**src/sv/amiu_pkg.sv**
```systemverilog
// Shared types and constants for the affine 3x4 matrix inverse unit.
// Used by every module of the block; depends on nothing else.
package amiu_pkg;

  localparam int DATA_W        = 32;   // width of every Q-format entry
  localparam int ADJ_W         = 65;   // exact adjugate entry, signed
  localparam int ACC_W         = 100;  // determinant and translation sums, signed
  localparam int QUO_W         = 33;   // quotient bits produced before rounding
  localparam int DEF_FRAC_BITS = 16;
  localparam int Q_DEPTH       = 2;
  localparam int N_ADJ         = 9;
  localparam int N_LANES       = 4;    // three linear columns and the translation

  localparam logic [DATA_W-1:0] LIMIT_RESET = 32'd281;
  localparam logic [DATA_W-1:0] MAX_POS     = 32'h7FFF_FFFF;
  localparam logic [DATA_W-1:0] MIN_MAG     = 32'h8000_0000;
  localparam logic [1:0]        ROW_LAST    = 2'd2;
  localparam logic [2:0]        MUL_STEPS   = 3'd6;  // three terms, two halves each

  // Adjugate entry k = m[PA]*m[PB] - m[NA]*m[NB], matrix row-major.
  localparam int ADJ_PA [N_ADJ] = '{4, 2, 1, 5, 0, 2, 3, 1, 0};
  localparam int ADJ_PB [N_ADJ] = '{8, 7, 5, 6, 8, 3, 7, 6, 4};
  localparam int ADJ_NA [N_ADJ] = '{5, 1, 2, 3, 2, 0, 4, 0, 1};
  localparam int ADJ_NB [N_ADJ] = '{7, 8, 4, 8, 6, 5, 6, 7, 3};

  // One classified transform waiting for the back end.
  typedef struct packed {
    logic [N_ADJ-1:0][ADJ_W-1:0] adj;
    logic [2:0][DATA_W-1:0]      row0;
    logic [2:0][DATA_W-1:0]      shift;
  } job_t;

endpackage

```
**src/sv/amiu_queue.sv**
```systemverilog
// Short queue of classified transforms between front and back ends.
// Depends on amiu_pkg for the entry type and depth.
module amiu_queue import amiu_pkg::*; (
  input  logic clk,
  input  logic rst_n,
  input  logic push,
  input  job_t push_job,
  output logic q_full,
  input  logic pop,
  output logic q_valid,
  output job_t head
);

  localparam int PTR_W = (Q_DEPTH > 1) ? $clog2(Q_DEPTH) : 1;
  localparam int CNT_W = $clog2(Q_DEPTH + 1);

  job_t             mem_r [Q_DEPTH];
  logic [PTR_W-1:0] wp_r;
  logic [PTR_W-1:0] rp_r;
  logic [CNT_W-1:0] cnt_r;

  assign q_full  = (cnt_r == CNT_W'(Q_DEPTH));
  assign q_valid = (cnt_r != '0);
  assign head    = mem_r[rp_r];

  // Pointers and fill count.
  always_ff @(posedge clk) begin
    if (!rst_n) begin
      wp_r  <= '0;
      rp_r  <= '0;
      cnt_r <= '0;
    end else begin
      if (push) begin
        wp_r <= (wp_r == PTR_W'(Q_DEPTH - 1)) ? '0 : wp_r + 1'b1;
      end
      if (pop) begin
        rp_r <= (rp_r == PTR_W'(Q_DEPTH - 1)) ? '0 : rp_r + 1'b1;
      end
      if (push && !pop) begin
        cnt_r <= cnt_r + 1'b1;
      end else if (pop && !push) begin
        cnt_r <= cnt_r - 1'b1;
      end
    end
  end

  // Entry storage.
  always_ff @(posedge clk) begin
    if (push) begin
      mem_r[wp_r] <= push_job;
    end
  end

endmodule

```
**config.mk**
```make
export PLATFORM = sky130hd
export DESIGN_NAME = amiu_queue
export DESIGN_NICKNAME = d
export VERILOG_FILES = /design/src/sv/amiu_pkg.sv /design/src/sv/amiu_queue.sv
export SDC_FILE = /design/constraint.sdc
export NUM_CORES = 1
export LEC_CHECK = 0
export ABC_AREA = 1
export ABC_CLOCK_PERIOD_IN_PS = 85900
export BUFFER_PORTS_ARGS = -buffer_cell sky130_fd_sc_hd__buf_2
export CORE_AREA = 2 2 610 612
export CTS_CLUSTER_DIAMETER = 50
export DETAILED_ROUTE_END_ITERATION = 10
export DIE_AREA = 0 0 612 614
export PLACE_DENSITY = 0.36
export RECOVER_POWER = 25
export SETUP_SLACK_MARGIN = 0.4
export SLEW_MARGIN = 20
export SYNTH_ARGS = -nofsm -noshare
export SYNTH_HDL_FRONTEND = slang
export SYNTH_SLANG_ARGS = --single-unit
export TNS_END_PERCENT = 1
```
**constraint.sdc**
```tcl
create_clock -name clk -period 85.9 [get_ports clk]
set_clock_uncertainty 0.05 [all_clocks]
set_input_delay 12.885 -clock clk [delete_from_list [all_inputs] [get_ports clk]]
set_output_delay 12.885 -clock clk [all_outputs]
set_load 0.02 [all_outputs]
```
==> results.ini, run 1 <==
[synthesis]
syn_nets=3234
synth.distinct_cells=14
syn_area_mm2=0.0564
yosysWarnings=0
ys_ff_latch=1559
avgSynthCellArea_um2=23.0
synth-seq-area-share_pct=83.0
synth_cells=2452

[timing]
worstMarginPinSlew_ns=1.05
drv_slew=0
rsz0062_at_grt=no
hold_viol=0
final.setup.tns_ns=0
slew_headroom_pct=30.3
finalCritPeriodShare_pct=22.0
fmax_mhz=52.9
min_period_ns=18.90
setup_viol=0

[detailed_routing]
routedWlPerCell_um=25.4
routed-via-count=31607
wirelength_mm=240
drt-initial-drc-count=1922
ant_nets=0
viasPerCell=3.35
drcViolationCount=0
drtPass1Iterations=5

[power_and_ir_drop]
p_seq_share_pct=42.2
power.density_mw_per_mm2=27.0
p_sw_share_pct=25.3
irDropWorstVdd_uv=18.6
clkPwrFrac_pct=48.2
p_int_w=0.00158
pwr-share-comb_pct=9.6
p_leak_nw=27.4
p_sw_w=0.000535
power_w=0.00212

[clock_tree]
cts_sinks=1559
cts-root-buf=clkbuf_16
clkLatencyLatePin_ns=0.89
path_clk_slew_ns=0.05
h-tree-depth=4
cts_resized=0
cts_setup_buffers=0
cts-buffers-inserted=245
hold_buffers=0
cts_tree=yes
clockBufferDepth=4

[grt]
grt_max_degree=132
first_global_vias=32170
grtUsageTotal_pct=12.0
grt_first_pass_wirelength_mm=302
antenna_found_initial=214
grt_overflow_total=0

[cells_and_area]
nFillCells=39262
layout_commonest_cell=edfxtp_1
drive_gt1_share_pct=57.7
layout_common_cells=edfxtp_1 (1554), buf_2 (1319), mux2_2 (777), clkbuf_1 (263), clkbuf_16 (247)
nNetsFinal=4992
synthToLayoutAreaGrowth_pct=39.0

[place]
hpwl_mm=185
port_buffers=1559
gp_congestion=0.860

[critical_path]
r2r_setup_slack_ns=81.09
r2r-start=wp_r
start_kind=flip-flop
rr_endpoint=mem_r[1][528]
cpPeakStageDelay_ns=0.88
worst_setup_path_end_kind=output pin
crit_slowest_cell=buf_4
cp.arrival_ns=5.97
crit_top_cell=buf_4
worstSetupPathType=flip-flop to output pin
worstPathCellList=buf_4, buf_4, buf_4, buf_4, buf_4, mux2_2, buf_2
worst_ep_required_time_ns=72.96
critPathCapture=head[651]
r2r_cells=6
critPathMaxFanout=69

[die]
die_w_um=612
num_rows=224
core_mm2=0.370
ios=1560
chipHeight_um=614
start_util_pct=15.2
dieArea_mm2=0.376

[hold_path]
hold_path_depth=2
hold_path_class=flip-flop to flip-flop

[run_status]
status=finished clean

[job]
max-cap-violations=0

## worst max-delay path: cells and delay by family, from the launching register on
family	cells	cell delay, ns
muxes	1	0.42
buffers and inverters	6	3.66
DFF	1	0.65
## synth_stat cells
library cell,number,share of area [%]
edfxtp_1,1554,83
mux2_2,777,16
buf_6,41,0.82
buf_2,26,0.23
buf_4,19,0.25
nand2_1,9,0.060
inv_1,8,0.053
nor2_1,8,0.053
dfxtp_1,5,0.18
a21oi_1,1,0.0089
ha_1,1,0.022
nand3_1,1,0.0089
nand4_1,1,0.011
o21ai_0,1,0.0089
## how the worst min path moves through the flow
stage          slack [ns]  start        end
4_1_cts              0.45   rp_r       rp_r
3_5_place_dp         0.44   rp_r       rp_r
5_1_grt              0.47   rp_r  flip-flop
3_3_place_gp         0.43   rp_r       rp_r
2_1_floorplan        0.41   rp_r  flip-flop
6_report             0.45   rp_r       rp_r
## kinds of logic after synthesis
logic type	count (synthesis)	synth area share, %
AND/OR/NAND/NOR	19	0.133
adder cells (fa/ha/maj)	1	0.0222
buffers and inverters	94	1.36
flip-flops	1559	83.0
AO/OA/AOI/OAI	2	0.0177
multiplexers	777	15.5
## registers in the layout (all words and copies together) (netlist names), named ones only
signal and count:
rp_r 1, cnt_r 2, mem_r 1554, wp_r 1
## power groups by stage
stage	logic, W	registers [W]	clock network, W
floorplan	0.000110	0.000946	0
global placement	0.000211	0.000907	0
detailed placement	0.000212	0.000908	0
CTS	0.000213	0.000892	0.00106
global route	0.000217	0.000895	0.00108
finish	0.000203	0.000892	0.00102
## routing by layer
| layer | GRT usage [%] | part of all wire [%] |
|---|---|---|
| met3 | 4.77 | 9.4 |
| met2 | 21.4 | 51 |
| met4 | 4.39 | 4.3 |
| met1 | 12.8 | 36 |
| met5 | 0 | 0.23 |
## metrics by stage
step                      utilization [%]  cells  setup WS (ns)  instance area [um2]  hold WS (ns)
after CTS                            21.2   9396          66.60                78500         0.449
after floorplan                         -   2452          38.54                56400         0.413
after global placement               18.9   8935          67.75                70000         0.427
final                                21.2   9436          67.00                78300         0.447
after detailed placement             18.9   8935          67.67                70000         0.437
after global routing                 21.1   9410          66.41                78300         0.473
## layout make-up
type                       count  area (um2)  area share (%)
antenna                       40         100           0.128
multi-input combinational    799        8850            11.3
inverter                       8        37.5          0.0479
clock buffer                 271        6270            8.00
tap                         4972        6220            7.94
timing repair buffer        1597        7830            10.0
clock inverter               190        2250            2.88
sequential                  1559       46800            59.7
No activity file was read; power rests on OpenSTA's default activity.
==> inputs of run 2 (changes only) <==
ABC_CLOCK_PERIOD_IN_PS = 15900   (was 85900)
CORE_AREA = 2 2 611 613   (was 2 2 610 612)
DIE_AREA = 0 0 613 615   (was 0 0 612 614)
PLACE_DENSITY = 0.37   (was 0.36)
clock period = 15.9 ns   (was 85.9 ns; I/O delays follow)
==> run 2 against run 1 <==
Wire length hardly changed. Sequential share of layout area is 0.50 points higher. Worst setup slack worse by 58 ns. Non-clock buffer count decreased by 5. Sequential power rose to 5.4 times the previous value. Global-route usage increased by 0.14 points.
==> results.ini, run 2 (synthesized netlist as in run 1, its figures left out) <==
[detailed_routing]
ant_nets=0  ; unchanged
drcViolationCount=0  ; unchanged
wirelength_mm=240  ; about the same
drt-initial-drc-count=1923  ; was 1922
viasPerCell=3.36  ; was 3.35
routed-via-count=31607  ; unchanged
routedWlPerCell_um=25.5  ; was 25.4 um
drtPass1Iterations=5  ; unchanged

[timing]
hold_viol=0  ; unchanged
setup_slack_ns=8.99  ; was 67.00 ns
rsz0062_at_grt=no  ; unchanged
hold_slack_ns=0.451  ; was 0.447 ns
worstMarginPinSlew_ns=1.31  ; was 1.05 ns
drv_slew=0  ; unchanged
min_period_ns=6.91
finalCritPeriodShare_pct=43.4
slew_headroom_pct=12.6  ; was 30.3%
final.setup.tns_ns=0  ; unchanged
setup_viol=0  ; unchanged
fmax_mhz=145

[run_status]
status=finished clean  ; unchanged

[power_and_ir_drop]
irDropWorstVdd_uv=92.3  ; was 18.6 uV
p_leak_nw=27.0  ; was 27.4 nW
power.density_mw_per_mm2=143  ; was 27.0 mW/mm2
power_w=0.0111  ; was 0.00212 W

[clock_tree]
clockBufferDepth=4  ; unchanged
clkLatencyLatePin_ns=0.83  ; was 0.89 ns
cts_resized=0  ; unchanged
cts_sinks=1559  ; unchanged
hold_buffers=0  ; unchanged
cts_setup_buffers=0  ; unchanged
cts-root-buf=clkbuf_16  ; unchanged
h-tree-depth=4  ; unchanged
cts_tree=yes  ; unchanged
cts-buffers-inserted=235  ; was 245
path_clk_slew_ns=0.05  ; about the same

[job]
max-cap-violations=0  ; unchanged

[die]
start_util_pct=15.2  ; about the same
die_w_um=613  ; was 612 um
ios=1560  ; unchanged
chipHeight_um=615  ; was 614 um
core_mm2=0.371  ; was 0.370 mm2
dieArea_mm2=0.377  ; was 0.376 mm2
num_rows=224  ; unchanged

[cells_and_area]
nNetsFinal=4977  ; was 4992
synthToLayoutAreaGrowth_pct=37.8  ; was 39.0%
top_register=mem_r  ; unchanged
layout_common_cells=edfxtp_1 (1554), buf_2 (1277), mux2_2 (777), clkbuf_1 (309), clkbuf_16 (236)  ; was edfxtp_1 (1554), buf_2 (1319), mux2_2 (777), clkbuf_1 (263), clkbuf_16 (247)
layout_commonest_cell=edfxtp_1  ; unchanged
nFillCells=39330  ; was 39262
ff_latch_area_mm2=0.0468  ; unchanged
reg_top3=mem_r: 1554 flops, cnt_r: 2 flops  ; unchanged
largest_reg_flops=1554  ; unchanged
multi_input_area_mm2=0.00885  ; unchanged
drive_gt1_share_pct=56.0  ; was 57.7%

[place]
post-place-ws_ns=9.69  ; was 67.67 ns
gp_congestion=0.922  ; was 0.860
hpwl_mm=186  ; was 185 mm
port_buffers=1559  ; unchanged

[grt]
grt_max_degree=136  ; was 132
grtUsageTotal_pct=12.2  ; was 12.0%
grt_overflow_total=0  ; unchanged
first_global_vias=32662  ; was 32170
grt_first_pass_wirelength_mm=309  ; was 302 mm
antenna_found_initial=214  ; unchanged

[critical_path]
worstSetupPathType=flip-flop to output pin  ; unchanged
worst_setup_path_end_kind=output pin  ; unchanged
critPathMaxFanout=115  ; was 69
worst_ep_required_time_ns=13.47  ; was 72.96 ns
cp.arrival_ns=4.47  ; was 5.97 ns
start_kind=flip-flop  ; unchanged
r2r_cells=5  ; was 6

[hold_path]
hold_path_class=flip-flop to flip-flop  ; unchanged
hold_path_depth=2  ; unchanged

==> run 2: through the flow <==
stage / cells / util (%) / instance area [um2]
after detailed placement: 8930 / 18.9 / 70000
after global routing: 9375 / 20.9 / 77600
after global placement: 8930 / 18.9 / 70000
final: 9406 / 21.0 / 77700
after floorplan: 2452 / - / 56400
after CTS: 9362 / 21.0 / 77900
==> run 2: path summary, 6_finish.rpt <==
| path | startpoint | end | slack [ns] |
|---|---|---|---|
| worst max-delay path | flip-flop | head[410] | 8.99 |
| worst min-delay path | rp_r | rp_r | 0.45 |
| worst max register to register | wp_r | mem_r[1][262] | 11.97 |
| worst min register to register | rp_r | rp_r | 0.45 |
==> run 2: critical path, cell delays in order, from the launching register on <==
cell and delay, ns:
dfxtp_4 0.81, buf_12 0.52, buf_4 0.68, buf_4 0.63, mux2_2 0.42, buf_2 0.16
==> run 2: area by class of cell <==
cell class,instances,area share [%]
Antenna cell,44,0.142
Clock inverter,168,2.43
Tap cell,4972,8.01
Inverter,8,0.0483
Clock buffer,264,7.74
Sequential cell,1559,60.2
Multi-Input combinational cell,799,11.4
Timing Repair Buffer,1592,10.0
==> run 2: per-layer routing <==
| layer | part of all wire (%) | up-vias | global-route usage, % | routed length (um) |
|---|---|---|---|---|
| li1 | - | 13458 | - | - |
| met1 | 35 | 15982 | 12.7 | 83800 |
| met2 | 50 | 1476 | 21.3 | 119000 |
| met3 | 12 | 565 | 6.00 | 28000 |
| met4 | 3.3 | 126 | 3.71 | 8040 |
| met5 | 0.34 | - | 0 | 810 |
==> run 2: power by group <==
| part | total (W) | internal (W) | switching, W |
|---|---|---|---|
| Sequential | 0.00483 | 0.00477 | 0.0000516 |
| Clock | 0.00518 | 0.00317 | 0.00201 |
| Combinational | 0.00109 | 0.000361 | 0.000732 |
